## src/rtl/core/mpbw_pkg.sv

```systemverilog
// ----------------------------------------------------------------------------
// mpbw_pkg
// Types and constants shared by the mosaic pixel blend weight unit.
// ----------------------------------------------------------------------------
package mpbw_pkg;

    // field widths
    localparam int DIM_W     = 14;
    localparam int COORD_W   = 18;
    localparam int CAM_W     = 16;
    localparam int WGT_W     = 16;
    localparam int CFG_IDX_W = 2;

    // fixed-point formats: coordinates Q14.4, factors Q0.16
    localparam int COORD_FRAC = 4;
    localparam int WEIGHT_FRAC = 16;

    // factor constants, 17 bits so that 1.0 fits
    localparam logic [16:0] FACT_ONE  = 17'h10000;
    localparam logic [16:0] FACT_HALF = 17'h08000;
    localparam logic [16:0] FACT_EPS  = 17'd66;     // round(1.0 / 1000)

    localparam logic [DIM_W-1:0] DIM_RESET = 14'd1024;
    localparam logic [DIM_W-1:0] DIM_MIN   = 14'd2;

    // accept edge to strobe sample edge
    localparam int PIPE_LATENCY = 40;

    // configuration register indexes
    typedef enum logic [CFG_IDX_W-1:0] {
        CFG_WIDTH  = 2'd0,
        CFG_HEIGHT = 2'd1
    } t_cfg_reg;

    // operands handed from the front end to the divider chains
    typedef struct packed {
        logic [13:0] edge_r0;
        logic [15:0] edge_lo;
        logic        edge_nonpos;
        logic        edge_big;
        logic [13:0] cx_r0;
        logic [15:0] cx_lo;
        logic        cx_cap;
        logic [13:0] cy_r0;
        logic [15:0] cy_lo;
        logic        cy_cap;
        logic [31:0] prox_r0;
        logic [16:0] prox_lo;
        logic [31:0] prox_den;
    } t_prep;

endpackage

```

## src/rtl/core/mpbw_center.sv

```systemverilog
// ----------------------------------------------------------------------------
// mpbw_center
// Center factor: squares of the normalized axis offsets, their sum, a
// 16-stage pipelined integer square root, then 1 - r/2.
// ----------------------------------------------------------------------------
module mpbw_center (
    input  logic        i_clk,
    input  logic        i_rst_n,
    input  logic [15:0] i_cx_q,
    input  logic        i_cx_cap,
    input  logic [15:0] i_cy_q,
    input  logic        i_cy_cap,
    input  logic        i_valid,     // arrives the cycle after the axis quotients
    output logic [16:0] o_center,
    output logic        o_valid
);

    localparam int SQ_STAGES = 16;

    logic [16:0] cx;
    logic [16:0] cy;
    logic [32:0] r_sqx;
    logic [32:0] r_sqy;
    logic [33:0] sum;

    logic        r_vb;
    logic        r_big;
    logic [31:0] r_rad;

    logic [31:0] r_sv   [SQ_STAGES-1];
    logic [31:0] r_res  [SQ_STAGES];
    logic        r_sbig [SQ_STAGES];
    logic        r_sval [SQ_STAGES];

    logic        r_vc;
    logic [16:0] r_center;

    // stage A: square the capped axis terms
    assign cx = i_cx_cap ? mpbw_pkg::FACT_ONE : {1'b0, i_cx_q};
    assign cy = i_cy_cap ? mpbw_pkg::FACT_ONE : {1'b0, i_cy_q};

    always_ff @(posedge i_clk) begin
        r_sqx <= 33'(cx * cx);
        r_sqy <= 33'(cy * cy);
    end

    // stage B: radius squared, saturate at one
    assign sum = {1'b0, r_sqx} + {1'b0, r_sqy};

    always_ff @(posedge i_clk) begin
        r_big <= (sum[33:32] != 2'b00);
        r_rad <= sum[31:0];
    end

    always_ff @(posedge i_clk) begin
        if (!i_rst_n) begin
            r_vb <= 1'b0;
        end else begin
            r_vb <= i_valid;
        end
    end

    // digit-by-digit root, one result bit per stage
    for (genvar s = 0; s < SQ_STAGES; s++) begin : g_sqrt
        localparam logic [31:0] BIT = 32'd1 << (30 - 2 * s);
        logic [31:0] v_in;
        logic [31:0] res_in;
        logic        big_in;
        logic        val_in;
        logic [32:0] trial;
        logic        take;

        if (s == 0) begin : g_first
            assign v_in   = r_rad;
            assign res_in = '0;
            assign big_in = r_big;
            assign val_in = r_vb;
        end else begin : g_next
            assign v_in   = r_sv[s-1];
            assign res_in = r_res[s-1];
            assign big_in = r_sbig[s-1];
            assign val_in = r_sval[s-1];
        end

        assign trial = {1'b0, res_in} + {1'b0, BIT};
        assign take  = ({1'b0, v_in} >= trial);

        always_ff @(posedge i_clk) begin
            r_res[s]  <= take ? ((res_in >> 1) + BIT) : (res_in >> 1);
            r_sbig[s] <= big_in;
        end

        if (s < SQ_STAGES - 1) begin : g_carry
            always_ff @(posedge i_clk) begin
                r_sv[s] <= take ? (v_in - trial[31:0]) : v_in;
            end
        end

        always_ff @(posedge i_clk) begin
            if (!i_rst_n) begin
                r_sval[s] <= 1'b0;
            end else begin
                r_sval[s] <= val_in;
            end
        end
    end

    // stage C: factor = 1 - root/2, or one half when saturated
    always_ff @(posedge i_clk) begin
        r_center <= r_sbig[SQ_STAGES-1] ? mpbw_pkg::FACT_HALF
                  : mpbw_pkg::FACT_ONE - {2'b00, r_res[SQ_STAGES-1][15:1]};
    end

    always_ff @(posedge i_clk) begin
        if (!i_rst_n) begin
            r_vc <= 1'b0;
        end else begin
            r_vc <= r_sval[SQ_STAGES-1];
        end
    end

    assign o_center = r_center;
    assign o_valid  = r_vc;

endmodule

```

## config.mk

```make
export PLATFORM = sky130hd
export DESIGN_NAME = mpbw_center
export DESIGN_NICKNAME = d
export VERILOG_FILES = /design/src/rtl/core/mpbw_pkg.sv /design/src/rtl/core/mpbw_center.sv
export SDC_FILE = /design/constraint.sdc
export NUM_CORES = 2
export LEC_CHECK = 0
export BUFFER_PORTS_ARGS = -buffer_cell sky130_fd_sc_hd__buf_4
export CORE_MARGIN = 3
export CORE_UTILIZATION = 64
export CTS_CLUSTER_DIAMETER = 50
export CTS_CLUSTER_SIZE = 40
export DETAILED_ROUTE_END_ITERATION = 7
export PLACE_DENSITY = 0.81
export SYNTH_ARGS = -nofsm -noshare
export SYNTH_HDL_FRONTEND = slang
export SYNTH_SLANG_ARGS = --single-unit
export TNS_END_PERCENT = 20
```

## constraint.sdc

```tcl
create_clock -name i_clk -period 9.06 [get_ports i_clk]
set_input_delay 0.906 -clock i_clk [delete_from_list [all_inputs] [get_ports i_clk]]
set_output_delay 0.906 -clock i_clk [all_outputs]
set_load 0.02 [all_outputs]
```

Yosys cells after proc, flatten, opt, wreduce, memory -nomap -nowiden. Memory sizes are Yosys's and may differ from the RTL's. A register that Yosys moved wholly into a read port is not among the register bits. Index checks and enable logic that the tools add are counted.

Add/sub/neg operators: 47. $mul: 2. Div/mod/pow operators: 0. Magnitude comparators: 16. Equality and inequality tests: 0. Shift-type cells: 0. Muxes and demuxes: 51. Bitwise operators: 16. Reduce and logical (&&, ||, !) cells: 2.

Operators with widths (number): 2-to-1 mux 32 bit (30); greater-or-equal comparator 32 x 33 -> 1 bit (15); subtractor 32 bit (14); multiplier 17 x 17 -> 33 bit (2); adder 33 x 33 -> 34 bit (1); 2-to-1 mux 17 bit (2); adder 32 x 1 -> 33 bit (second input constant) (1); adder 32 x 11 -> 33 bit (second input constant) (1); adder 32 x 13 -> 33 bit (second input constant) (1); adder 32 x 15 -> 33 bit (second input constant) (1); adder 32 x 17 -> 33 bit (second input constant) (1); adder 32 x 19 -> 33 bit (second input constant) (1); adder 32 x 21 -> 33 bit (second input constant) (1); adder 32 x 23 -> 33 bit (second input constant) (1); adder 32 x 25 -> 33 bit (second input constant) (1); adder 32 x 27 -> 33 bit (second input constant) (1); adder 32 x 29 -> 33 bit (second input constant) (1); adder 32 x 3 -> 33 bit (second input constant) (1); adder 32 x 5 -> 33 bit (second input constant) (1); adder 32 x 7 -> 33 bit (second input constant) (1); adder 32 x 9 -> 33 bit (second input constant) (1); adder 31 x 1 -> 32 bit (second input constant) (1); adder 31 x 11 -> 32 bit (second input constant) (1); adder 31 x 13 -> 32 bit (second input constant) (1); 20 further kinds (52).

Register bits: 117. Bits in latches: 0. RAM bits: 1024. Bits in read-only memories: 0. Word-level logic and storage cells: 144. Memories kept: 4.

Memories: r_res (words 16, width 32, rd ports 16, clocked after Yosys merged registers in 0, wr ports 16, RTL line mpbw_center.sv:31) `logic [31:0] r_res [SQ_STAGES];`; r_sv (words 15, width 32, rd ports 15, clocked after Yosys merged registers in 0, wr ports 15, RTL line mpbw_center.sv:30) `logic [31:0] r_sv [SQ_STAGES-1];`; r_sbig (words 16, width 1, rd ports 16, clocked after Yosys merged registers in 0, wr ports 16, RTL line mpbw_center.sv:32) `logic r_sbig [SQ_STAGES];`; r_sval (words 16, width 1, rd ports 16, clocked after Yosys merged registers in 1, wr ports 16, RTL line mpbw_center.sv:33) `logic r_sval [SQ_STAGES];`.

Longest topological paths before layout. An unclocked memory read counts as a cell.

Depth in word-level cells: 4. Gate-level depth with buffers: 27.

Worst setup path before layout. Ideal clock, no wire load.

Kind: input port to flip-flop. Start: input port i_cy_cap. End: register r_sqy[32]. Library setup time: 120 ps. Arrival time: 7133 ps. Data required time: 8940 ps. Path slack: 1807 ps. Cell stages on the path: 24. Cells stage by stage: clkbuf_1 -> nor2b_1 -> clkbuf_1 -> nand2_1 -> fa_1 -> inv_1 -> fa_1 -> inv_1 -> fa_1 -> inv_1 -> fa_1 -> fa_1 -> inv_1 -> fa_1 -> inv_1 -> ha_1 -> and3_1 -> a221oi_1 -> a31oi_1 -> a221oi_1 -> o21ai_0 -> a221o_1 -> a21oi_1 -> xnor2_1.

Cells in the longest elaborated chain, start to end: 2.

Ends and longest elaborated chain: start: declaration (RTL line mpbw_center.sv:12) `input logic i_cy_cap,`; 2-to-1 mux 17 bit (RTL line mpbw_center.sv:40) `assign cy = i_cy_cap ? mpbw_pkg::FACT_ONE : {1'b0, i_cy_q};`; multiplier 17 x 17 -> 33 bit (RTL line mpbw_center.sv:44) `r_sqy <= 33'(cy * cy);`; end signal: assignment (RTL line mpbw_center.sv:44); end: declaration (RTL line mpbw_center.sv:23) `logic [32:0] r_sqy;`.

No other way between the ends. A chain may end at the register's enable or synchronous reset.

Worst setup path in the final report. Same ends and word-level chain as after synthesis.

==> results.toml <==
[worst_setup_path]
arrival_ns = 7.75
reg2reg_depth = 13
critical_path.max_fanout = 17
critical-path-top-cell-by-count = "fa_1"
path_class = "in -> reg"
end_kind = "flip-flop"
critPathLaunchType = "primary input"
crit_slowest_cell = "nor2b_1"
path_cells = "buf_4 -> nor2b_1 -> and2_1 -> fa_1 -> inv_1 -> fa_1 -> fa_1 -> inv_1 -> fa_1 -> fa_1 -> inv_1 -> fa_1 -> inv_1 -> ha_1 -> a21o_1 -> a221oi_1 -> a31oi_1 -> a221oi_1 -> o21ai_0 -> a221o_1 -> a21oi_1 -> xnor2_1"
max_stage_delay_ns = 0.74
cp.required_ns = 9.56

[clock_tree]
post_cts_buffers = 0
cts.htree.levels = 2
clock_path_buffers = 3
numClockSinks = 729
cts_tree = "done"
cts-resized-gates = 0
cts.clk_slew.worst_paths_ns = 0.08
clk_latency_ns = 0.67
hold_buffers = 0
numCtsBuffers = 55
clock-root-buffer = "clkbuf_16"

[floorplanning]
dieWidth_um = 259
core_sq_mm = 0.0633
die_h_um = 259
start_util_pct = 64.8
ios = 55
row_count = 92
dieArea_sq_mm = 0.0672

[yosys]
syn_area_sq_mm = 0.0411
syn_inst = 4123
synth_top_area_share_pct = 35.5
synth_edf_count = 0
ys_top_cells_by_area = "dfxtp_1 (36%), fa_1 (19%), ha_1 (11%)"
async_reset_ff_share_pct = 0
yosysTopAreaCell = "dfxtp_1"
synth-main-ff-cell = "dfxtp_1"
synth.ff_latch_count = 729
ys_seq_area_share_pct = 35.5
ys_warn_count = 0
ys_types = 78
synth_area_per_cell_sq_um = 9.96

[final_layout]
final_util_pct = 70.6
syn2layout_area_growth_pct = 8.82
num-nets-final = 5013
mostFrequentLayoutCells = "dfxtp_1 (729), inv_1 (712), fa_1 (384)"
n_antenna_cell = 0
mostFrequentLayoutCell = "dfxtp_1"
drive_above_1_share_pct = 5.04
stdcell_count = 5114

[sta]
rsz0062_at_grt = "no"
skew_ns = 0.0787
fin_crit_sh_pct = 80.0
finalSetupViolations = 0
slew_headroom_pct = 15.6
period_needed_ns = 7.25
fin_tns_setup_ns = 0
finalHoldViolCount = 0
max_freq_mhz = 138
drv_slew = 0
worst_pin_slew_ns = 1.26

[run]
maxCapViolations = 0

[detailed_routing]
wl_per_cell_um = 16.0
drtIter0Drc = 1695
drc_errors = 0
postRouteAntennaNets = 0
vias_per_cell = 5.38
vias = 27499
wl_um = 82000
firstDrtPassIters = 5

[grt]
grt.total_usage_pct = 25.2
antenna_found_initial = 0
grt_max_degree = 31
grt_pass1_wl_um = 138000
grt-ovfl-total = 0
grt_pass1_vias = 29115

[hold_path]
hp-class = "reg -> reg"
hold_path_depth = 0

[place]
placed_cells = 5013
port_buffers = 54
hpwl_um = 64200
globalplace.congestion = 0.903

[outcome]
status = "finished clean"

[power_and_ir_drop]
powerDensity_mw_per_mm2 = 373
leakage_nw = 22.2
vdd_drop_max_mv = 0.467
[cell families (layout without fill, tap and decap cells)]
logic type	count (synthesis)	count (layout)	share of synthesized area (%)
adder cells (fa/ha/maj)	752	752	29.9
AND/OR/NAND/NOR	1046	1046	13.0
other	2	48	0.0183
AO/OA/AOI/OAI	517	517	8.05
multiplexers	27	27	0.719
buffers and inverters	791	890	7.26
flip-flops	729	729	35.5
XOR/XNOR	259	259	5.53
[cell type report]
| type | count | area, sq um |
|---|---|---|
| Tap cell | 846 | 1060 |
| Sequential cell | 729 | 14600 |
| Inverter | 714 | 2680 |
| Timing Repair Buffer | 75 | 563 |
| Fill cell | 4614 | 18600 |
| Clock buffer | 58 | 1410 |
| Clock inverter | 43 | 681 |
| Multi-Input combinational cell | 2649 | 23700 |
[Yosys cell counts (7+ instances only)]
master,instances
a211oi_1,18
a21boi_0,12
a21o_1,65
a21oi_1,125
a31oi_1,14
and2_1,126
and3_1,20
clkbuf_1,70
dfxtp_1,729
fa_1,384
ha_1,368
inv_1,712
mux2_2,18
mux2i_1,7
nand2_1,308
nand2b_1,37
nand3_1,36
nand3b_1,7
nand4_1,26
nor2_1,178
nor2b_1,65
nor3_1,77
nor3b_1,9
nor4_1,78
nor4b_1,13
o211ai_1,9
o21a_1,42
o21ai_0,141
o21bai_1,17
o31ai_1,20
or2_2,8
or3_1,23
or4_1,15
xnor2_1,145
xor2_1,114
[worst max-delay path, delay by kind of cell]
family,cells,cell delay (ns)
AOI/OAI and AO/OA,7,2.02
buffers and inverters,5,0.42
and+or+nand+nor,2,1.05
adders and majority gates,7,3.26
xor gates and xnor gates,1,0.09
[report_power, final]
group	total, mW	switching [mW]	internal, mW
logic	8.40	4.67	3.73
registers	5.59	0.899	4.69
clock network	2.67	1.32	1.35
[path summary, 6_finish.rpt]
kind	start	end	slack (ns)
setup / recovery	i_cy_cap	r_sqy[32]	1.81
hold / removal	r_sbig[0][1]	r_sbig[0][2]	0.27
setup reg to reg	r_res[0][240]	r_sv[8][26]	5.62
hold reg to reg	r_sbig[0][1]	r_sbig[0][2]	0.27
[metrics by stage]
step	total power, mW	setup slack, ns	area (sq um)	hold slack, ns
final	16.7	1.81	44700	0.267
after global routing	18.2	1.38	44700	0.270
after CTS	16.7	1.87	44700	0.267
after detailed placement	13.9	1.25	42600	0.312
after global placement	13.7	1.36	42600	0.311
after floorplan	11.9	1.81	41200	0.310
[registers in the layout, summed over array words and instances, names as in the netlist]
register / count
g_sqrt.big_in: 1
r_sqx: 32
r_sqy: 32
g_sqrt.v_in: 32
r_sval: 16
g_sqrt.val_in: 1
o_valid: 1
r_res: 135
o_center: 17
r_sbig: 16
r_sv: 446
[layer usage]
layer	GRT usage [%]	share of wire [%]	wire length, um	vias to the layer above
met2	46.9	53	43100	576
li1	-	-	-	13434
met5	0	0	0	-
met3	3.62	4.1	3330	214
met4	11.4	4.9	4030	0
met1	28.6	39	31600	13275
No activity file was read; power rests on OpenSTA's default activity.
