`config.mk`:
```
export PLATFORM = sky130hd
export DESIGN_NAME = mpbw_delay
export DESIGN_NICKNAME = d
export VERILOG_FILES = /design/src/rtl/core/mpbw_delay.sv
export SDC_FILE = /design/constraint.sdc
export NUM_CORES = 1
export LEC_CHECK = 0
export BUFFER_PORTS_ARGS = -buffer_cell sky130_fd_sc_hd__buf_4
export CAP_MARGIN = 20
export CORE_ASPECT_RATIO = 1.25
export CORE_MARGIN = 5
export CORE_UTILIZATION = 30
export CTS_CLUSTER_DIAMETER = 100
export CTS_CLUSTER_SIZE = 25
export DETAILED_ROUTE_END_ITERATION = 7
export MAX_ROUTING_LAYER = met4
export PLACE_DENSITY_LB_ADDON = 0.15
export SYNTH_ARGS = -nofsm -noshare
export SYNTH_HDL_FRONTEND = slang
export SYNTH_SLANG_ARGS = --single-unit
```
`constraint.sdc`:
```
create_clock -name i_clk -period 1.15 [get_ports i_clk]
set_input_delay 0.1725 -clock i_clk [delete_from_list [all_inputs] [get_ports i_clk]]
set_output_delay 0.1725 -clock i_clk [all_outputs]
set_load 0.02 [all_outputs]
```
`src/rtl/core/mpbw_delay.sv`:
```
// ----------------------------------------------------------------------------
// mpbw_delay
// Fixed-length register delay line for pipeline payload alignment.
// ----------------------------------------------------------------------------
module mpbw_delay #(
    parameter int WIDTH = 17,
    parameter int DEPTH = 19
) (
    input  logic             i_clk,
    input  logic [WIDTH-1:0] i_data,
    output logic [WIDTH-1:0] o_data
);

    logic [WIDTH-1:0] r_tap [DEPTH];

    // shift one tap per cycle
    always_ff @(posedge i_clk) begin
        r_tap[0] <= i_data;
        for (int k = 1; k < DEPTH; k++) begin
            r_tap[k] <= r_tap[k-1];
        end
    end

    assign o_data = r_tap[DEPTH-1];

endmodule

```
# Word-level counts from Yosys, hierarchy flattened
# Memory sizes are Yosys's and may differ from the RTL's.
# Index checks and enable logic that the tools add are counted.
[word_totals] in_bits=18 memories=1 output_inout_bits=17 wordCells=1 ramBits=323 reg_bits=0
[mem_list] memory="r_tap" depth=19 word_bits=17 read_ports=19 rd_clocked_by_memory_dff=0 write_ports=19 line="14" source="logic [WIDTH-1:0] r_tap [DEPTH];"

# Logic depth before layout (Yosys ltp)
# Gate-level depths: netlist of run 1.
[logic_depth] depth_word=0 mapped_depth=0

# Least setup slack after synthesis of run 1
# No wires, ideal clock.
[synth_timing] path_type="reg-to-output" from="mem r_tap[18][0]" to="out o_data[0]" path_buffers=0 setup_slack_ns=0.582 t_required_ns=0.978 arrival_ns=0.395 path_stages_with_launch=1 path_cell_list="dfxtp_1"
[synth_lines] element="from (decl)" line="14"
[synth_lines] element="to (decl)" line="11" source="output logic [WIDTH-1:0] o_data"

==> run summary, run 1 <==
PortBufs: 34
CP Data Required Time: 0.98 ns
Pre-CTS setup slack: 0.549 ns
Setup crit start kind: register
PwrDens: 2310 nW/µm²
Antenna cells: 0
RSZ-0062 raised after global routing: false
Reg with most FFs: r_tap
Cell area after synthesis: 6470 µm²
Setup Buffers After CTS: 0
Core area: 21400 µm²
Syn Area/Cell: 20.0 µm²
Relative slew slack: 93.4%
Clk slew on worst S/H paths: 0.09 ns
Endpoints failing setup: 0
Multi-input gates: 0
Final Net Count: 410
Layout cells sized above 1: 13.8%
Placement Cell Area: 7070 µm²
Clock sinks: 323
Antenna Nets Post-Route: 0
Final worst path period share: 95.3%
Sequential share of the synthesized area: 100%
Crit Path Class: reg2out
Die area: 24600 µm²
Pwr Total: 17.8 mW
Total Negative Setup Slacks: 0 ns
# rows: 60
Non-Filler Instances: 671
Root Buffer: clkbuf_16
Hold Violations, Final: 0
Max IR drop VDD: 1.48 mV
DR vias/cell: 3.02
DR DRC count: 0
Vias in the first global route: 1760
CTS tree: done
Worst-Skew Late Latency: 0.47 ns
Crit path max-delay family: flip-flops
Register area: 6470 µm²
Hold_ws: 0.328 ns
Top flop regs: r_tap (323)
GR Overflow Total: 0
CP arrival: 0.92 ns
Crit-path cells: buf_4
RD Place Congestion: 0.537
Initial Util: 30.2%
Wire per inst: 6.96 µm
Post-synth cell types: 1
Initial DRC count: 114
Routed WL: 4.67 mm
Initial antenna violation count: 0
Total GRT Usage: 3.84%
Synth Instances: 323
Filler Cells Inserted: 1948
Die X: 141 µm
Max-cap violations: 0
Final Instance Area: 7690 µm²
Drt first pass iters: 2
Fin. max-slew vios: 0
Critical path's largest stage delay: 0.31 ns
Clock Skews: 0.00588 ns
Placed Cells: 636
I/O Pins: 35
Run status: finished clean
Die H: 174 µm
CTS Buffer Depth: 3
Yosys warns: 0
Final core occ: 36.0%
Synthesis-stage register bit count: 323
Layout area overhead: 19.0%
Max reg flops: 323
Crit. End Element: output pin
Vias: 2028
F_max: 912 MHz
Slowest CP cell: dfxtp_1
Post-route setup slack: 0.0538 ns
Slew @ Worst Pin: 0.0983 ns
H-tree levels: 1
Critical path peak fanout: 1
Multi-input gate area in the final layout: 0 µm²
Worst Hold Class: reg2reg
Worst path buffer plus inverter count: 1
Synth Net Count: 341
Pleak: 3.18 nW
Min Tclk post-route: 1.10 ns
Largest net degree at the start of global routing: 26
First-pass GRT wire length: 7.72 mm
Cts bufs inserted: 16
==> synth_stat cells <==
cell     count  share of area, %
dfxtp_1    323               100
==> cells in the final DEF (no fill, tap or decap) <==
cell           instances
clkbuf_8               1
dlygate4sd3_1         17
buf_4                 31
clkbuf_16             17
dfxtp_1              321
dfxtp_2                2
buf_6                  3
==> cell families (layout without fill, tap and decap cells) <==
family | count (synthesis) | after routing | share of synthesized area [%]
buffers and inverters | 0 | 69 | 0
DFF | 323 | 323 | 100
==> final cells by class <==
| class | instances | area share [%] |
|---|---|---|
| flip-flops and latches | 323 | 84.1 |
| clock buffers | 18 | 5.71 |
| repair buffers | 51 | 5.68 |
| well taps | 279 | 4.54 |
==> layer usage <==
metal	wire length [µm]	GRT usage, %	up-vias	part of all wire (%)
li1	-	-	1108	-
met1	2270	4.38	852	49
met2	1720	5.15	55	37
met3	493	1.93	13	11
met4	188	2.75	0	4.0
met5	0	-	-	0
==> repair_timing <==
action                                  in CTS  in global routing
gates resized for setup                      0                  5
hold endpoints to repair                    17                  0
endpoints found under the setup margin       0                  3
hold buffers                                17                  0
==> final timing paths <==
kind,slack [ns],start,depth (start not counted),to
worst max register to register,0.75,r_tap[3][3]$_DFF_P_,0,r_tap[4][3]$_DFF_P_
worst max-delay path,0.05,r_tap[18][4]$_DFF_P_,1,o_data[4]
worst min register to register,0.33,r_tap[12][1]$_DFF_P_,0,r_tap[13][1]$_DFF_P_
worst min-delay path,0.33,r_tap[12][1]$_DFF_P_,0,r_tap[13][1]$_DFF_P_
==> power by group <==
group          total, mW  internal, mW  switching (mW)
logic              0.178         0.114          0.0640
clock network       5.75          2.71            3.03
registers           11.9          11.8           0.103
Note: power is estimated with default switching activity, not from simulation.
==> inputs of run 2 (changes only) <==
--- a/config.mk
+++ b/config.mk
@@ -8,7 +8,7 @@
 export BUFFER_PORTS_ARGS = -buffer_cell sky130_fd_sc_hd__buf_4
 export CAP_MARGIN = 20
 export CORE_ASPECT_RATIO = 1.25
-export CORE_MARGIN = 5
+export CORE_MARGIN = 2
 export CORE_UTILIZATION = 30
 export CTS_CLUSTER_DIAMETER = 100
 export CTS_CLUSTER_SIZE = 25
==> run summary, run 2 (synthesis results as in run 1) <==
Layout area overhead: 19.6%
Setup crit start kind: register
Clk slew on worst S/H paths: 0.09 ns (about the same)
Final Net Count: 410 (unchanged)
Core area: 21300 µm² (-0.35%)
Die X: 135 µm (-4.2%)
Flop2flop setup slack: 0.75 ns (about the same)
Crit-path cells: buf_6
Sw Share: 18.0% (+0.075 points)
Max IR drop VDD: 1.20 mV (-19%)
Die H: 168 µm (-3.4%)
Setup crit start: r_tap[18][9]$_DFF_P_
Levels on crit path: 1 (unchanged)
Multi-input gate area in the final layout: 0 µm² (unchanged)
Initial antenna violation count: 0 (unchanged)
RD Place Congestion: 0.534 (-0.50%)
Clk network pwr share: 32.3% (about the same)
First-pass GRT wire length: 7.80 mm (+1.1%)
Final Instance Area: 7740 µm² (+0.55%)
Min Tclk post-route: 1.10 ns (+0.00380 ns)
Clock Skews: 0.00725 ns (+0.00137 ns)
# rows: 60 (unchanged)
Clock sinks: 323 (unchanged)
Initial DRC count: 86 (-25%)
Critical path's largest stage delay: 0.33 ns (+0.02 ns)
Drt first pass iters: 2 (unchanged)
Worst-Skew Late Latency: 0.48 ns (about the same)
RR Endpoint: r_tap[17][9]$_DFF_P_
Endpoints failing setup: 0 (unchanged)
Crit path max-delay family: flip-flops
Non-Filler Instances: 671 (unchanged)
Vias: 2068 (+2.0%)
Most common cell after layout, fill and taps aside: dfxtp_1
GR Overflow Total: 0 (unchanged)
Wire per inst: 6.75 µm (-3.0%)
Initial Util: 30.3% (+0.11 points)
Sequential Power Share: 66.6% (about the same)
Fin. max-slew vios: 0 (unchanged)
Worst Setup EP: o_data[9]
DR DRC count: 0 (unchanged)
Total GRT Usage: 4.33% (+0.49 points)
CP Data Required Time: 0.98 ns (about the same)
CTS Buffer Depth: 3 (unchanged)
I/O Pins: 35 (unchanged)
Root Buffer: clkbuf_16
H-tree levels: 1 (unchanged)
CP arrival: 0.93 ns (about the same)
Final worst path period share: 95.7% (+0.33 points)
Slew @ Worst Pin: 0.102 ns (+0.00383 ns)
Crit Path Class: reg2out
DR vias/cell: 3.08 (+2.0%)
Post-route setup slack: 0.0500 ns (-0.00380 ns)
Layout cells sized above 1: 15.6% (+1.8 points)
Final core occ: 36.3% (+0.33 points)
CTS tree: done
Pre-CTS setup slack: 0.550 ns (+0.00112 ns)
Max-cap violations: 0 (unchanged)
Die area: 22800 µm² (-7.5%)
Filler Cells Inserted: 1976 (+1.4%)
Setup Buffers After CTS: 0 (unchanged)
Crit. End Element: output pin
Antenna cells: 0 (unchanged)
Slowest CP cell: dfxtp_2
Worst Hold Class: reg2reg
Combinational power share: 1.1% (about the same)
F_max: 909 MHz (-0.35%)
Reg with most FFs: r_tap
Placement Cell Area: 7070 µm² (unchanged)
Commonest non-fill, non-tap cells in the layout: dfxtp_1 (314), buf_4 (22), clkbuf_16 (17), dlygate4sd3_1 (17), buf_6 (12)
Vias in the first global route: 1934 (+9.9%)
Relative slew slack: 93.2% (-0.26 points)
Max reg flops: 323 (unchanged)
Pleak: 3.19 nW (+0.35%)
Top flop regs: r_tap (323)
Run status: finished clean
Multi-input gates: 0 (unchanged)
Total Negative Setup Slacks: 0 ns (unchanged)
R2r startpoint: r_tap[16][9]$_DFF_P_
PortBufs: 34 (unchanged)
Antenna Nets Post-Route: 0 (unchanged)
Pwr Total: 17.8 mW (+0.18%)
Hold Violations, Final: 0 (unchanged)
FF-to-FF path depth: 0 (unchanged)
Worst path buffer plus inverter count: 1 (unchanged)
Net Switching: 3.22 mW (+0.60%)
Largest net degree at the start of global routing: 26 (unchanged)
Placed Cells: 636 (unchanged)
Critical path peak fanout: 1 (unchanged)
Pint: 14.6 mW (about the same)
Routed WL: 4.53 mm (-3.0%)
Hold_ws: 0.325 ns (-0.00316 ns)
PwrDens: 2310 nW/µm² (-0.37%)
Cts bufs inserted: 16 (unchanged)
-- run 2: changes by cell type in the layout (fill, tap and decap cells not counted) --
cell,delta
dfxtp_2,+7
buf_4,-9
dfxtp_1,-7
buf_6,+9
-- run 2: power groups by stage --
stage / Clock [mW] / Combinational [mW] / Sequential (mW)
2_1_floorplan: 0 / 0 / 12.2
3_3_place_gp: 0 / 0.129 / 12.1
3_5_place_dp: 0 / 0.129 / 12.1
4_1_cts: 6.15 / 0.175 / 11.9
5_1_grt: 6.62 / 0.199 / 11.9
6_report: 5.76 / 0.187 / 11.9
-- run 2: how the worst min path moves through the flow --
| stage | endpoint | depth (start not counted) | startpoint |
|---|---|---|---|
| after floorplan | r_tap[0][0]$_DFF_P_ | 0 | i_data[0] |
| after global placement | r_tap[0][7]$_DFF_P_ | 1 | i_data[7] |
| after detailed placement | r_tap[0][13]$_DFF_P_ | 1 | i_data[13] |
| after CTS | r_tap[0][3]$_DFF_P_ | 2 | i_data[3] |
| after global routing | r_tap[0][9]$_DFF_P_ | 2 | i_data[9] |
| final | r_tap[8][13]$_DFF_P_ | 0 | r_tap[7][13]$_DFF_P_ |
-- run 2: metal layers --
layer	global-route usage (%)	part of all wire [%]	wire length (µm)
met1	3.76	46	2100
met2	7.24	40	1820
met3	1.96	8.8	398
met4	3.26	4.6	208
met5	-	0	0
-- run 2: final cells by class --
| type | instances | area [µm²] | area share, % |
|---|---|---|---|
| clock buffer | 18 | 439 | 5.68 |
| tap | 279 | 349 | 4.51 |
| sequential | 323 | 6480 | 83.7 |
| timing repair buffer | 51 | 470 | 6.08 |
-- run 2: repair_timing --
action | 4_1_cts | 5_1_grt
hold endpoints to repair | 17 | 0
gates resized for setup | 0 | 21
endpoints found under the setup margin | 0 | 12
hold buffers | 17 | 0
==> inputs of run 3 (changes only) <==
--- a/config.mk
+++ b/config.mk
@@ -6,8 +6,7 @@
 export NUM_CORES = 1
 export LEC_CHECK = 0
 export BUFFER_PORTS_ARGS = -buffer_cell sky130_fd_sc_hd__buf_4
-export CAP_MARGIN = 20
-export CORE_ASPECT_RATIO = 1.25
+export CAP_MARGIN = 5
 export CORE_MARGIN = 2
 export CORE_UTILIZATION = 30
 export CTS_CLUSTER_DIAMETER = 100
==> run summary, run 3 (synthesis results as in run 1) <==
Run status: finished clean
Post-route setup slack: 0.0520 ns (+0.00202 ns)
Die X: 151 µm (+11%)
Drt first pass iters: 2 (unchanged)
Final Instance Area: 7710 µm² (-0.36%)
Placed Cells: 632 (-0.63%)
Setup Buffers After CTS: 0 (unchanged)
Endpoints failing setup: 0 (unchanged)
DR vias/cell: 3.08 (about the same)
Vias in the first global route: 1769 (-8.5%)
Critical path peak fanout: 1 (unchanged)
Slew @ Worst Pin: 0.103 ns (+0.000529 ns)
Vias: 2057 (-0.53%)
Setup crit start kind: register
Worst path buffer plus inverter count: 1 (unchanged)
RR Endpoint: r_tap[9][3]$_DFF_P_
H-tree levels: 1 (unchanged)
Multi-input gate area in the final layout: 0 µm² (unchanged)
Crit-path cells: buf_4
# rows: 53 (-12%)
Antenna Nets Post-Route: 0 (unchanged)
Die H: 151 µm (-10%)
Worst-Skew Late Latency: 0.48 ns (about the same)
Initial antenna violation count: 0 (unchanged)
Wire per inst: 6.90 µm (+2.3%)
Crit. End Element: output pin
Min Tclk post-route: 1.10 ns (-0.00202 ns)
CP arrival: 0.93 ns (about the same)
Worst Hold Class: reg2reg
Hold Violations, Final: 0 (unchanged)
PortBufs: 34 (unchanged)
RSZ-0062 raised after global routing: false
Pre-CTS setup slack: 0.545 ns (-0.00450 ns)
Final core occ: 36.6% (+0.27 points)
Placement Cell Area: 7070 µm² (about the same)
Flop2flop setup slack: 0.74 ns (about the same)
Total Negative Setup Slacks: 0 ns (unchanged)
Final Net Count: 410 (unchanged)
I/O Pins: 35 (unchanged)
Clock sinks: 323 (unchanged)
Max-cap violations: 0 (unchanged)
Critical path's largest stage delay: 0.31 ns (-0.02 ns)
Largest net degree at the start of global routing: 26 (unchanged)
Layout area overhead: 19.2%
Multi-input gates: 0 (unchanged)
Initial Util: 30.7% (+0.33 points)
Clock Skews: 0.00954 ns (+0.00230 ns)
Crit path max-delay family: flip-flops
Hold Crit Depth: 0 (unchanged)
Relative slew slack: 93.2% (about the same)
Crit Path Class: reg2out
Cts bufs inserted: 16 (unchanged)
Hold EP: r_tap[4][11]$_DFF_P_
Die area: 22700 µm² (about the same)
Most common cell after layout, fill and taps aside: dfxtp_1
Reg with most FFs: r_tap
Layout cells sized above 1: 14.8% (-0.77 points)
Commonest non-fill, non-tap cells in the layout: dfxtp_1 (317), buf_4 (27), clkbuf_16 (17), dlygate4sd3_1 (17), buf_6 (7)
Antenna cells: 0 (unchanged)
R2r startpoint: r_tap[8][3]$_DFF_P_
Core area: 21100 µm² (-1.1%)
Clk slew on worst S/H paths: 0.09 ns (about the same)
Max IR drop VDD: 0.870 mV (-27%)
Non-Filler Instances: 667 (-0.60%)
Total GRT Usage: 4.14% (-0.19 points)
Final worst path period share: 95.5% (-0.18 points)
DR DRC count: 0 (unchanged)
PwrDens: 2310 nW/µm² (+0.35%)
Pleak: 3.19 nW (-0.20%)
F_max: 911 MHz (+0.18%)
Hold wc startpoint: r_tap[3][11]$_DFF_P_
Slowest CP cell: dfxtp_1
CP Data Required Time: 0.98 ns (about the same)
CTS Buffer Depth: 3 (unchanged)
CTS tree: done
FF-to-FF path depth: 0 (unchanged)
GR Overflow Total: 0 (unchanged)
RD Place Congestion: 0.498 (-6.8%)
Fin. max-slew vios: 0 (unchanged)
First-pass GRT wire length: 7.31 mm (-6.4%)
Routed WL: 4.60 mm (+1.7%)
Top flop regs: r_tap (323)
Root Buffer: clkbuf_16
Initial DRC count: 121 (+41%)
Max reg flops: 323 (unchanged)
-- run 3: cell counts in the layout (fill, tap and decap cells not counted) --
Identical to the previous run, type by type.
-- run 3: worst max-delay path by stage --
stage                         start         to  cells past startpoint
6_report       r_tap[18][4]$_DFF_P_  o_data[4]                      1
5_1_grt        r_tap[18][9]$_DFF_P_  o_data[9]                      1
4_1_cts        r_tap[18][1]$_DFF_P_  o_data[1]                      1
3_5_place_dp   r_tap[18][3]$_DFF_P_  o_data[3]                      1
3_3_place_gp   r_tap[18][3]$_DFF_P_  o_data[3]                      1
2_1_floorplan  r_tap[18][0]$_DFF_P_  o_data[0]                      0
-- run 3: area by class of cell --
class / count / area (µm²)
Clock buffer: 18 / 439
Fill cell: 2023 / 13400
Sequential cell: 323 / 6470
Tap cell: 275 / 344
Timing Repair Buffer: 51 / 452
-- run 3: where the power goes --
part	total [mW]	switching, mW	internal (mW)
sequential	11.9	0.104	11.8
clock	5.77	3.06	2.71
combinational	0.181	0.0623	0.118
-- run 3: timing repair --
action,in CTS,in global routing
gates resized for setup,0,13
endpoints found under the setup margin,0,7
hold buffers,17,0
hold endpoints to repair,17,0
-- run 3: through the flow --
stage / total power, mW / hold WS [ns]
finish: 17.8 / 0.323
global route: 18.7 / 0.302
global placement: 12.3 / 0.277
CTS: 18.3 / 0.295
detailed placement: 12.3 / 0.278
floorplan: 12.2 / 0.200
-- run 3: metal layers --
layer  track usage [%]  wire [µm]
met1              3.64       2070
met2              6.57       1910
met3              2.26        430
met4              3.27        199
met5                 -          0
