**src/rtl/core/mpbw_div.sv**
```systemverilog
// ----------------------------------------------------------------------------
// mpbw_div
// Pipelined restoring divider, one quotient bit per stage. The starting
// remainder must already be below the divisor; low dividend bits shift in.
// ----------------------------------------------------------------------------
module mpbw_div #(
    parameter int DW = 14,
    parameter int QB = 16,
    parameter int TW = 1
) (
    input  logic          i_clk,
    input  logic          i_rst_n,
    input  logic [DW-1:0] i_r0,
    input  logic [QB-1:0] i_lo,
    input  logic [DW-1:0] i_div,
    input  logic [TW-1:0] i_tag,
    output logic [QB-1:0] o_quo,
    output logic [TW-1:0] o_tag
);

    logic [DW-1:0] r_rem [QB-1];
    logic [QB-1:0] r_lo  [QB-1];
    logic [DW-1:0] r_div [QB-1];
    logic [QB-1:0] r_quo [QB];
    logic [TW-1:0] r_tag [QB];

    for (genvar s = 0; s < QB; s++) begin : g_stage
        logic [DW-1:0] rem_in;
        logic [QB-1:0] lo_in;
        logic [DW-1:0] div_in;
        logic [QB-1:0] quo_in;
        logic [TW-1:0] tag_in;
        logic [DW:0]   trial;
        logic [DW:0]   diff;
        logic          take;

        if (s == 0) begin : g_first
            assign rem_in = i_r0;
            assign lo_in  = i_lo;
            assign div_in = i_div;
            assign quo_in = '0;
            assign tag_in = i_tag;
        end else begin : g_next
            assign rem_in = r_rem[s-1];
            assign lo_in  = r_lo[s-1];
            assign div_in = r_div[s-1];
            assign quo_in = r_quo[s-1];
            assign tag_in = r_tag[s-1];
        end

        // shift in next dividend bit, subtract if it fits
        assign trial = {rem_in, lo_in[QB-1]};
        assign diff  = trial - {1'b0, div_in};
        assign take  = (trial >= {1'b0, div_in});

        always_ff @(posedge i_clk) begin
            r_quo[s] <= {quo_in[QB-2:0], take};
        end

        if (s < QB - 1) begin : g_carry
            always_ff @(posedge i_clk) begin
                r_rem[s] <= take ? diff[DW-1:0] : trial[DW-1:0];
                r_lo[s]  <= {lo_in[QB-2:0], 1'b0};
                r_div[s] <= div_in;
            end
        end

        // tag may carry a valid bit
        always_ff @(posedge i_clk) begin
            if (!i_rst_n) begin
                r_tag[s] <= '0;
            end else begin
                r_tag[s] <= tag_in;
            end
        end
    end

    assign o_quo = r_quo[QB-1];
    assign o_tag = r_tag[QB-1];

endmodule

```
**config.mk**
```make
export PLATFORM = sky130hd
export DESIGN_NAME = mpbw_div
export DESIGN_NICKNAME = d
export VERILOG_FILES = /design/src/rtl/core/mpbw_div.sv
export SDC_FILE = /design/constraint.sdc
export NUM_CORES = 1
export LEC_CHECK = 0
export BUFFER_PORTS_ARGS = -buffer_cell sky130_fd_sc_hd__buf_2
export CAP_MARGIN = 10
export CORE_AREA = 5 5 291 293
export CTS_CLUSTER_SIZE = 40
export DETAILED_ROUTE_END_ITERATION = 8
export DIE_AREA = 0 0 296 298
export GPL_TIMING_DRIVEN = 0
export PLACE_DENSITY = 0.51
export SYNTH_ARGS = -nofsm -noshare
export SYNTH_HDL_FRONTEND = slang
export SYNTH_SLANG_ARGS = --single-unit
```
**constraint.sdc**
```tcl
create_clock -name i_clk -period 2.7 [get_ports i_clk]
set_clock_uncertainty 0.1 [all_clocks]
set_input_delay 0.27 -clock i_clk [delete_from_list [all_inputs] [get_ports i_clk]]
set_output_delay 0.27 -clock i_clk [all_outputs]
set_load 0.01 [all_outputs]
```
# Word-level counts from Yosys, hierarchy flattened
# Memories as Yosys holds them, arrays and structs flattened.
# Cells that the tools add are included.
# totals
ff_bits	0
mem_count	5
output_inout_bits	17
ram_bits	917
# op_classes
magnitude_cmp	16
n_mux	33
n_bitwise	16
addsub	15
# mem_list
memory	depth	width	read_ports	rd_ports_with_merged_regs	write_ports	line	source
r_quo	16	16	16	0	16	24	logic [QB-1:0] r_quo [QB];
r_lo	15	15	15	0	15	22	logic [QB-1:0] r_lo [QB-1];
r_div	15	14	15	0	15	23	logic [DW-1:0] r_div [QB-1];
r_rem	15	14	15	0	15	21	logic [DW-1:0] r_rem [QB-1];
r_tag	16	1	16	0	16	25	logic [TW-1:0] r_tag [QB];
# op_table
op	count
greater-or-equal comparator 15 x 14 -> 1 bit	16
2-to-1 mux 14 bit	15
subtractor 14 bit	15
2-to-1 mux 1 bit	18
bitwise OR 1 bit	16

# Logic depth before layout (Yosys ltp)
# Gate-level depths: netlist of the first run.
# An unclocked memory read counts as a cell.
# logic_depth
word_depth	3
ltp_mapped	11

# Worst setup path after synthesis of the first run
# OpenSTA, ideal clock, no wires.
# synth_timing
path_type	flip-flop to flip-flop
start	memory r_lo[12][14] (netlist bit)
end	memory r_rem[13][12] (netlist: r_rem[1][82])
setup_ns	0.123
setup_slack_ns	0.014
t_arrival_ns	2.463
path_buffers	0
path_stages_with_launch	12
path_cell_list	dfxtp_1 inv_1 ha_1 inv_1 fa_1 a21o_1 nand2_1 a21oi_1 o41ai_1 nor4bb_1 a211o_1 mux2_1
# synth_lines
item	line
start, declared	22
end, declared	21

==> impl_metrics.py, run 1 <==
metrics = {
    "sta": {
        "fin_crit_sh_pct": 100,
        "fin_tns_setup_ns": -0.00663,
        "maxSlewHeadroom_pct": 56.7,
        "finalWorstSetupSlack_ns": -0.00663,
        "grt_setup_unrepaired": "true",
        "worst_pin_slew_ns": 0.644,
        "max_freq_ghz": 0.369,
        "drv_slew": 0,
        "min_period_ns": 2.71,
        "timing.final.hold_violations": 0,
        "setup_viol": 1,
    },
    "drt": {
        "wl_per_cell_um": 14.7,
        "drc_errors": 0,
        "vias": 19100,
        "dr.first_iter.drc_count": 892,
        "dr.pass1.iters": 5,
        "antenna_left": 0,
        "vias_per_cell": 4.73,
        "wirelength_um": 59400,
    },
    "global_routing": {
        "global_route.peak_usage_layer": "met2",
        "met2_usage_pct": 23.4,
        "grt_use_met3_pct": 2.24,
        "grt_pass1_vias": 19600,
        "grt_max_degree": 16,
        "grt.total_usage_pct": 13.1,
        "use_met1_pct": 15.6,
        "grt_pass1_wl_um": 96500,
        "antenna_found_initial": 0,
        "overflow": 0,
    },
    "pwr": {
        "powerDensity_nw_per_um2": 1340,
        "vdd_drop_max_uv": 505,
        "p_leak_nw": 15.1,
    },
    "min_path": {
        "hold_class": "in -> reg",
    },
    "placed_design": {
        "dp.cells": 3779,
        "gp_congestion": 0.879,
        "portBuffers": 63,
        "placed_area_um2": 29200,
        "hpwl_um": 43700,
    },
    "die": {
        "coreArea_um2": 81600,
        "ios": 64,
        "start_util_pct": 33.7,
        "fp.dieH_um": 298,
        "die_area_um2": 88200,
        "die_w_um": 296,
        "floorplan.rows": 105,
    },
    "clock_tree": {
        "clk-insertion-delay-late_ns": 0.62,
        "cts_tree": "done",
        "htreeDepth": 3,
        "cts_max_path_buffers": 3,
        "cts_sinks": 692,
        "clk_pin_slew_ns": 0.06,
        "cts-root-buf": "clkbuf_16",
        "numCtsBuffers": 77,
    },
    "final_layout": {
        "final_util_pct": 41.4,
        "antenna_cells": 0,
        "fillerInstances": 7811,
        "drive_gt1_share_pct": 19.9,
        "area_growth_pct": 22.8,
        "fin_cells": 4035,
        "nets": 3206,
        "final_cell_area_um2": 33800,
    },
    "logic_synthesis": {
        "syn_inst": 2646,
        "synthArstFlopShare_pct": 0,
        "synth.top_cells.by_count": "692 x dfxtp_1, 291 x inv_1, 239 x ha_1",
        "synth_area_leaders": "dfxtp_1 50%, ha_1 11%, mux2_2 4.8%, inv_1 4.0%, o21ai_0 2.6%",
        "ys_ff_latch": 692,
        "synth_nets": 2947,
        "yosys_warnings": 0,
        "synth_top_area_share_pct": 50.3,
        "synthDistinctLibCells": 79,
        "dominantRegCellSynth": "dfxtp_1",
        "synth_most_common_cell": "dfxtp_1",
        "synth_top_area_cell": "dfxtp_1",
        "syn_avg_cell_area_um2": 10.4,
        "synth_edf_count": 0,
        "syn_area_um2": 27500,
        "ys_seq_area_share_pct": 50.3,
    },
    "worst_setup_path": {
        "crit_required_ns": 3.09,
        "critPathMaxStageDelay_ns": 0.50,
        "worstSetupPathType": "reg -> reg",
        "timing.reg2reg.setup_slack_ns": -0.007,
        "path_max_fanout": 3,
        "startpoint_type": "register",
        "cp.arrival_ns": 3.10,
        "endpoint_kind": "register",
        "crit_path_top_delay_cell": "a2111oi_4",
        "crit_chain": "inv_2 -> ha_4 -> inv_2 -> fa_2 -> a21o_1 -> a21o_1 -> a2111oi_4 -> o31ai_1 -> a21oi_1 -> xnor2_1 -> mux2_4",
    },
    "run_status": {
        "status": "complete, but fails checks",
        "violations": "setup timing",
    },
    "run": {
        "drv_cap": 0,
    },
}
## flip-flops by register name, summed over array words and instances (netlist names)
register  flops
r_quo       136
r_div       210
r_rem       210
r_tag        16
r_lo        120
## final cells by class
type | instances | area, um^2 | area share [%]
sequential | 692 | 13900 | 41.1
tap | 1070 | 1340 | 3.96
timing repair buffer | 183 | 1360 | 4.02
inverter | 291 | 1090 | 3.24
buffer | 30 | 231 | 0.685
multi-input combinational | 1630 | 13200 | 39.0
clock buffer | 113 | 2280 | 6.76
clock inverter | 26 | 410 | 1.21
## cell families after synthesis
| kind of cell | after synthesis | synth area share [%] |
|---|---|---|
| flops | 692 | 50.3 |
| fa+ha+maj | 254 | 12.0 |
| simple gates | 526 | 9.43 |
| mux | 142 | 5.85 |
| buf+inv | 325 | 4.61 |
| xor+xnor | 122 | 3.88 |
| compound gates | 585 | 13.9 |
## where the power goes
| group | total, mW | switching [mW] | internal (mW) |
|---|---|---|---|
| combinational | 19.8 | 10.2 | 9.64 |
| sequential | 14.6 | 1.38 | 13.2 |
| clock | 10.8 | 4.12 | 6.67 |
| total | 45.2 | 15.7 | 29.5 |
## path summary, 6_finish.rpt
check	from	end	cells after the start
setup / recovery	r_lo[4][14]	r_rem[0][80]	11
setup reg to reg	r_lo[4][14]	r_rem[0][80]	11
hold / removal	i_r0[9]	r_rem[0][10]	4
hold reg to reg	r_lo[5][13]	r_lo[6][14]	0
## worst max-delay path: cells and delay by family (launching register included)
kind	cells	cell delay [ns]
mux	1	0.27
flops	1	0.33
fa+ha+maj	2	0.48
xor+xnor	1	0.09
compound gates	5	1.21
buf+inv	2	0.11
## stage by stage
stage	hold WS, ns	worst slack, ns	power [mW]
2_1_floorplan	0.198	0.0142	27.9
3_5_place_dp	0.212	-0.647	32.0
4_1_cts	0.0299	-0.0000504	44.4
3_3_place_gp	0.210	-0.606	31.6
6_report	0.0889	-0.00663	45.2
5_1_grt	0.108	-0.111	48.5
## per-layer routing
metal / wire length (um) / part of all wire (%)
met2: 29600 / 50
met1: 25700 / 43
met4: 1950 / 3.3
met3: 2200 / 3.7
met5: 0 / 0
## layout by cell type, fill, tap and decap left out, types with 79 or more instances in the layout
cell         n
clkbuf_16   80
nor2_1     114
a21oi_1    118
ha_1       221
mux2_2     113
o21ai_0    130
nand2_1    145
xnor2_1     79
dfxtp_1    674
inv_1      277
## repair_timing
item	4_1_cts	5_1_grt
hold buffers	46	0
endpoints found under the hold margin	50	0
endpoints found under the setup margin	177	174
setup buffers	27	45
gates cloned	0	3
resized for setup	95	144
pin swaps	34	74
Power figures use the tool's default switching activity.
==> inputs of run 2 (changes only) <==
--- a/config.mk
+++ b/config.mk
@@ -7,12 +7,13 @@
 export LEC_CHECK = 0
 export BUFFER_PORTS_ARGS = -buffer_cell sky130_fd_sc_hd__buf_2
 export CAP_MARGIN = 10
-export CORE_AREA = 5 5 291 293
+export CORE_AREA = 5 5 304 306
 export CTS_CLUSTER_SIZE = 40
 export DETAILED_ROUTE_END_ITERATION = 8
-export DIE_AREA = 0 0 296 298
+export DIE_AREA = 0 0 309 311
 export GPL_TIMING_DRIVEN = 0
-export PLACE_DENSITY = 0.51
+export PLACE_DENSITY = 0.48
+export SLEW_MARGIN = 10
 export SYNTH_ARGS = -nofsm -noshare
 export SYNTH_HDL_FRONTEND = slang
 export SYNTH_SLANG_ARGS = --single-unit
==> run 2 against run 1 <==
  * The flow now finishes without violations
  * Largest cell class unchanged
  * Maximum frequency rose by 0.41%
  * Clock power barely moved
  * Power rose by 0.13%
  * Cell area rose by 0.43%
  * Sequential power barely moved
  * Die area rose by 8.9%
  * Critical path type unchanged
  * First-iteration DRC count fell by 7.5%
  * Cell count rose by 2.5%
  * Clock-buffer cell count rose by 1
  * Core utilization fell by 3.4 points
  * Via count fell by 0.26%
  * Flip-flop and latch count did not move
==> impl_metrics.py, run 2 (synthesis gave the netlist of run 1 again) <==
metrics = {
    "pwr": {
        "p_int_mw": 29.4,
        "switching_power_mw": 15.9,
        "p_leak_nw": 15.1,
        "vdd_drop_max_uv": 530,
        "comb_power_share_pct": 43.6,
        "clkPwrFrac_pct": 24.2,
        "powerDensity_nw_per_um2": 1330,
        "seq_power_share_pct": 32.2,
        "switching_share_pct": 35.0,
    },
    "drt": {
        "dr.pass1.iters": 5,
        "vias_per_cell": 4.60,
        "dr.first_iter.drc_count": 825,
        "antenna_left": 0,
        "wl_per_cell_um": 14.5,
        "drc_errors": 0,
        "wirelength_um": 59900,
        "vias": 19000,
    },
    "min_path": {
        "hold_class": "in -> reg",
    },
    "worst_setup_path": {
        "path_max_fanout": 3,
        "worstSetupPathType": "reg -> reg",
        "crit_required_ns": 3.11,
        "endpoint_kind": "register",
        "cp.arrival_ns": 3.10,
        "startpoint_type": "register",
        "timing.reg2reg.setup_slack_ns": 0.005,
    },
    "global_routing": {
        "antenna_found_initial": 0,
        "overflow": 0,
        "grt_pass1_wl_um": 97400,
        "grt_pass1_vias": 19400,
        "grt_max_degree": 14,
        "grt.total_usage_pct": 12.2,
    },
    "placed_design": {
        "dp.cells": 3885,
        "place_ws_ns": -0.668,
        "placed_area_um2": 29300,
        "hpwl_um": 44100,
        "portBuffers": 63,
        "gp_congestion": 0.848,
    },
    "sta": {
        "min_period_ns": 2.70,
        "finalWorstSetupSlack_ns": 0.00454,
        "drv_slew": 0,
        "maxSlewHeadroom_pct": 61.3,
        "grt_setup_unrepaired": "true",
        "setup_viol": 0,
        "worst_pin_slew_ns": 0.578,
        "timing.final.hold_violations": 0,
        "fin_crit_sh_pct": 99.8,
        "max_freq_ghz": 0.371,
    },
    "clock_tree": {
        "cts_max_path_buffers": 3,
        "numCtsBuffers": 79,
        "cts_tree": "done",
        "htreeDepth": 3,
        "clk-insertion-delay-late_ns": 0.65,
        "cts_sinks": 692,
        "clk_pin_slew_ns": 0.06,
        "cts-root-buf": "clkbuf_16",
    },
    "final_layout": {
        "area_growth_pct": 23.3,
        "antenna_cells": 0,
        "fin_cells": 4135,
        "largestRegisters": "r_div x210, r_rem x210, r_quo x136",
        "mostFrequentLayoutCells": "667 x dfxtp_1, 274 x inv_1, 218 x ha_1, 143 x nand2_1, 131 x o21ai_0",
        "final_util_pct": 38.0,
        "drive_gt1_share_pct": 20.0,
        "final_cell_area_um2": 33900,
        "nets": 3196,
        "layout_commonest_cell": "dfxtp_1",
    },
    "run": {
        "drv_cap": 0,
    },
    "die": {
        "coreArea_um2": 89300,
        "ios": 64,
        "start_util_pct": 30.8,
        "die_w_um": 309,
        "floorplan.rows": 110,
        "fp.dieH_um": 311,
        "die_area_um2": 96100,
    },
    "run_status": {
        "status": "completed",
    },
}
run 2: changes by cell type in the layout (fill, tap and decap cells not counted), sizes merged:
cell / change
buf: -7
clkinv: +7
bufinv: -2
clkbuf: -2
dlygate4sd3: -1
o21ai: -1
run 2: repair_timing:
action | 4_1_cts | 5_1_grt
cloned | 0 | 1
buffers inserted | 27 | 38
gates resized for setup | 104 | 149
hold buffers | 45 | 0
hold endpoints to repair | 50 | 0
pin swaps | 41 | 75
setup endpoints to repair | 171 | 162
run 2: worst paths after layout:
| kind | start | to | cells past startpoint |
|---|---|---|---|
| max | r_lo[4][14] | r_rem[0][80] | 11 |
| min | i_lo[15] | r_rem[0][0] | 4 |
| max reg2reg | r_lo[4][14] | r_rem[0][80] | 11 |
| min reg2reg | r_lo[5][13] | r_lo[6][14] | 0 |
run 2: layout make-up:
type	instances	area, um^2
fillers	8712	55400
repair buffers	174	1290
plain buffers	28	244
multi-input cells	1629	13200
flip-flops and latches	692	13900
clock inverters	31	427
clock buffers	114	2320
inverters	291	1090
well taps	1176	1470
run 2: power by group through the flow:
| stage | sequential, mW | clock (mW) | combinational [mW] |
|---|---|---|---|
| 2_1_floorplan | 14.3 | 0 | 13.6 |
| 3_3_place_gp | 14.8 | 0 | 17.0 |
| 3_5_place_dp | 14.8 | 0 | 17.3 |
| 4_1_cts | 14.6 | 11.4 | 18.6 |
| 5_1_grt | 14.9 | 11.9 | 21.9 |
| 6_report | 14.6 | 10.9 | 19.7 |
run 2: through the flow:
step | setup TNS, ns | total power, mW | hold slack, ns
after floorplan | 0 | 27.9 | 0.198
after global placement | -43.46 | 31.8 | 0.210
after detailed placement | -50.65 | 32.1 | 0.212
after CTS | -0.159 | 44.7 | 0.0143
after global routing | -0.719 | 48.6 | 0.0504
final | 0 | 45.2 | 0.0481
run 2: worst max-delay path, stage by stage, from the launching register on:
cell,delay (ns)
dfxtp_2,0.33
inv_2,0.08
ha_4,0.13
inv_2,0.03
fa_2,0.36
a21o_1,0.17
a21o_1,0.21
a2111oi_4,0.47
o31ai_1,0.14
a21oi_1,0.20
xnor2_1,0.09
mux2_4,0.28
run 2: routing by layer:
metal / track usage, % / routed length, um / vias up
met2: 21.7 / 29900 / 299
li1: - / - / 9668
met4: 4.83 / 1870 / 0
met1: 14.5 / 25900 / 8935
met5: 0 / 0 / -
met3: 2.46 / 2350 / 130
==> inputs of run 3 (changes only) <==
--- a/config.mk
+++ b/config.mk
@@ -7,12 +7,12 @@
 export LEC_CHECK = 0
 export BUFFER_PORTS_ARGS = -buffer_cell sky130_fd_sc_hd__buf_2
 export CAP_MARGIN = 10
-export CORE_AREA = 5 5 304 306
+export CORE_AREA = 5 5 291 321
 export CTS_CLUSTER_SIZE = 40
 export DETAILED_ROUTE_END_ITERATION = 8
-export DIE_AREA = 0 0 309 311
+export DIE_AREA = 0 0 296 326
 export GPL_TIMING_DRIVEN = 0
-export PLACE_DENSITY = 0.48
+export PLACE_DENSITY = 0.46
 export SLEW_MARGIN = 10
 export SYNTH_ARGS = -nofsm -noshare
 export SYNTH_HDL_FRONTEND = slang
==> constraint.sdc (replaced) <==
create_clock -name i_clk -period 2.95 [get_ports i_clk]
set_clock_uncertainty 0.1 [all_clocks]
set_input_delay 0.295 -clock i_clk [delete_from_list [all_inputs] [get_ports i_clk]]
set_output_delay 0.295 -clock i_clk [all_outputs]
set_load 0.01 [all_outputs]
==> run 3 against run 2 <==
  * Clock-buffer cell count fell by 9
  * First-iteration DRC count fell by 7.0%
  * Critical path depth rose by 1
  * Global-route usage fell by 0.28 points
  * Wire length fell by 1.7%
  * Sequential share of layout area rose by 1.4 points
  * Combinational power fell by 15%
  * Critical endpoint is now r_rem[0][94]
==> impl_metrics.py, run 3 (synthesis gave the netlist of run 1 again) <==
metrics = {
    "pwr": {
        "p_int_mw": 25.6,
        "powerDensity_nw_per_um2": 1210,
        "vdd_drop_max_uv": 495,
        "p_leak_nw": 14.7,
        "clkPwrFrac_pct": 23.9,
        "seq_power_share_pct": 33.7,
        "switching_share_pct": 35.0,
        "switching_power_mw": 13.8,
        "comb_power_share_pct": 42.3,
    },
    "worst_setup_path": {
        "endpoint_kind": "register",
        "crit_buf_inv": 3,
        "timing.reg2reg.setup_slack_ns": 0.11,
        "critPathMaxStageDelay_ns": 0.36,
        "worstSetupPathType": "reg -> reg",
        "startpoint_type": "register",
        "path_max_fanout": 4,
        "cp.arrival_ns": 3.24,
        "crit_path_top_delay_cell": "dfxtp_2",
        "crit_chain": "inv_2 -> ha_1 -> inv_1 -> fa_2 -> a21o_1 -> a211oi_2 -> nor2_2 -> o41ai_4 -> buf_4 -> nor3_1 -> a311o_1 -> mux2_2",
        "crit_required_ns": 3.35,
        "crit_family": "compound AO/OA/AOI/OAI gates",
        "r2r-end": "r_rem[0][94]",
        "rr_startpoint": "r_lo[5][14]",
        "worstRegToRegCells": 12,
    },
    "sta": {
        "setup_viol": 0,
        "worst_pin_slew_ns": 0.591,
        "timing.final.hold_violations": 0,
        "finalWorstSetupSlack_ns": 0.110,
        "fin_crit_sh_pct": 96.3,
        "min_period_ns": 2.84,
        "maxSlewHeadroom_pct": 60.3,
        "drv_slew": 0,
        "hold_ws_ns": 0.0672,
        "max_freq_ghz": 0.352,
    },
    "drt": {
        "vias": 18800,
        "antenna_left": 0,
        "dr.pass1.iters": 5,
        "drc_errors": 0,
        "dr.first_iter.drc_count": 767,
        "wl_per_cell_um": 14.4,
        "vias_per_cell": 4.59,
        "wirelength_um": 58900,
    },
    "placed_design": {
        "portBuffers": 63,
        "dp.cells": 3889,
        "place_ws_ns": -0.448,
        "hpwl_um": 44900,
        "placed_area_um2": 29300,
        "gp_congestion": 0.862,
    },
    "min_path": {
        "min_delay_path_depth": 3,
        "worstHoldStart": "i_r0[0]",
        "min_to": "r_rem[0][1]",
        "hold_class": "in -> reg",
    },
    "clock_tree": {
        "numCtsBuffers": 77,
        "htreeDepth": 3,
        "clk-insertion-delay-late_ns": 0.62,
        "cts_max_path_buffers": 3,
        "cts_tree": "done",
        "cts_sinks": 692,
        "cts-root-buf": "clkbuf_16",
        "clk_pin_slew_ns": 0.06,
    },
    "final_layout": {
        "final_cell_area_um2": 32700,
        "largestRegisters": "r_div x210, r_rem x210, r_quo x136",
        "antenna_cells": 0,
        "fin_cells": 4091,
        "mostFrequentLayoutCells": "691 x dfxtp_1, 290 x inv_1, 239 x ha_1, 146 x nand2_1, 140 x o21ai_0",
        "area_growth_pct": 19.0,
        "fillerInstances": 8942,
        "drive_gt1_share_pct": 14.6,
        "nets": 3152,
        "layout_commonest_cell": "dfxtp_1",
    },
    "die": {
        "coreArea_um2": 90100,
        "start_util_pct": 30.5,
        "floorplan.rows": 116,
        "ios": 64,
        "die_area_um2": 96500,
        "die_w_um": 296,
        "fp.dieH_um": 326,
    },
    "global_routing": {
        "grt.total_usage_pct": 12.0,
        "grt_max_degree": 15,
        "antenna_found_initial": 0,
        "overflow": 0,
        "grt_pass1_vias": 19100,
        "grt_pass1_wl_um": 95100,
    },
    "run": {
        "drv_cap": 0,
    },
    "run_status": {
        "status": "completed",
    },
}
-- run 3: cell types whose count changed in the layout (fill, tap and decap cells not counted), sizes merged --
cell	before	now
bufinv	6	4
clkinvlp	3	6
buf	146	95
clkinv	19	21
-- run 3: how the worst max path moves through the flow --
stage,startpoint,endpoint,slack [ns],cells after the start
4_1_cts,r_div[4][6],r_rem[0][80],-0.006,9
3_3_place_gp,r_div[4][1],r_rem[0][80],-0.40,10
2_1_floorplan,r_lo[12][14],r_rem[1][82],0.26,11
3_5_place_dp,r_div[4][1],r_rem[0][80],-0.45,10
6_report,r_lo[5][14],r_rem[0][94],0.11,12
5_1_grt,r_div[3][0],r_rem[0][68],-0.03,10
-- run 3: stage by stage --
step	setup TNS [ns]	util [%]	power [mW]
final	0	36.3	39.4
after global placement	-9.44	32.5	29.1
after global routing	-0.0508	36.3	42.4
after CTS	-0.00616	36.1	39.6
after floorplan	0	-	25.5
after detailed placement	-12.99	32.5	29.4
-- run 3: layer usage --
layer	routed length (um)	global-route usage, %	vias up	share of wire (%)
met4	2230	5.19	0	3.8
met3	1940	2.20	131	3.3
met5	0	0	-	0
met2	30000	21.7	280	51
met1	24700	13.6	8811	42
li1	-	-	9550	-
-- run 3: cell type report --
type,instances,area (um^2),share of cell area (%)
sequential,692,13900,42.3
multi-input combinational,1629,12700,38.7
clock buffer,105,2230,6.80
tap,1180,1480,4.51
inverter,291,1090,3.34
timing repair buffer,128,916,2.80
clock inverter,34,315,0.963
buffer,32,196,0.600
-- run 3: power by group through the flow --
stage	clock network (mW)	logic [mW]	registers [mW]
2_1_floorplan	0	12.4	13.1
3_3_place_gp	0	15.5	13.5
3_5_place_dp	0	15.9	13.6
4_1_cts	9.87	16.4	13.4
5_1_grt	10.2	18.6	13.6
6_report	9.44	16.7	13.3
-- run 3: timing repair --
item,CTS,global route
buffers inserted,9,11
resized for setup,23,42
hold buffers,45,0
pin swaps,7,8
endpoints found under the hold margin,50,0
endpoints found under the setup margin,110,131
-- run 3: worst register-to-register path: stages, from the launching register on --
cell      delay [ns]
dfxtp_2         0.36
inv_2           0.09
ha_1            0.14
inv_1           0.05
fa_2            0.35
a21o_1          0.22
a211oi_2        0.22
nor2_2          0.10
o41ai_4         0.29
buf_4           0.20
nor3_1          0.05
a311o_1         0.32
mux2_2          0.27
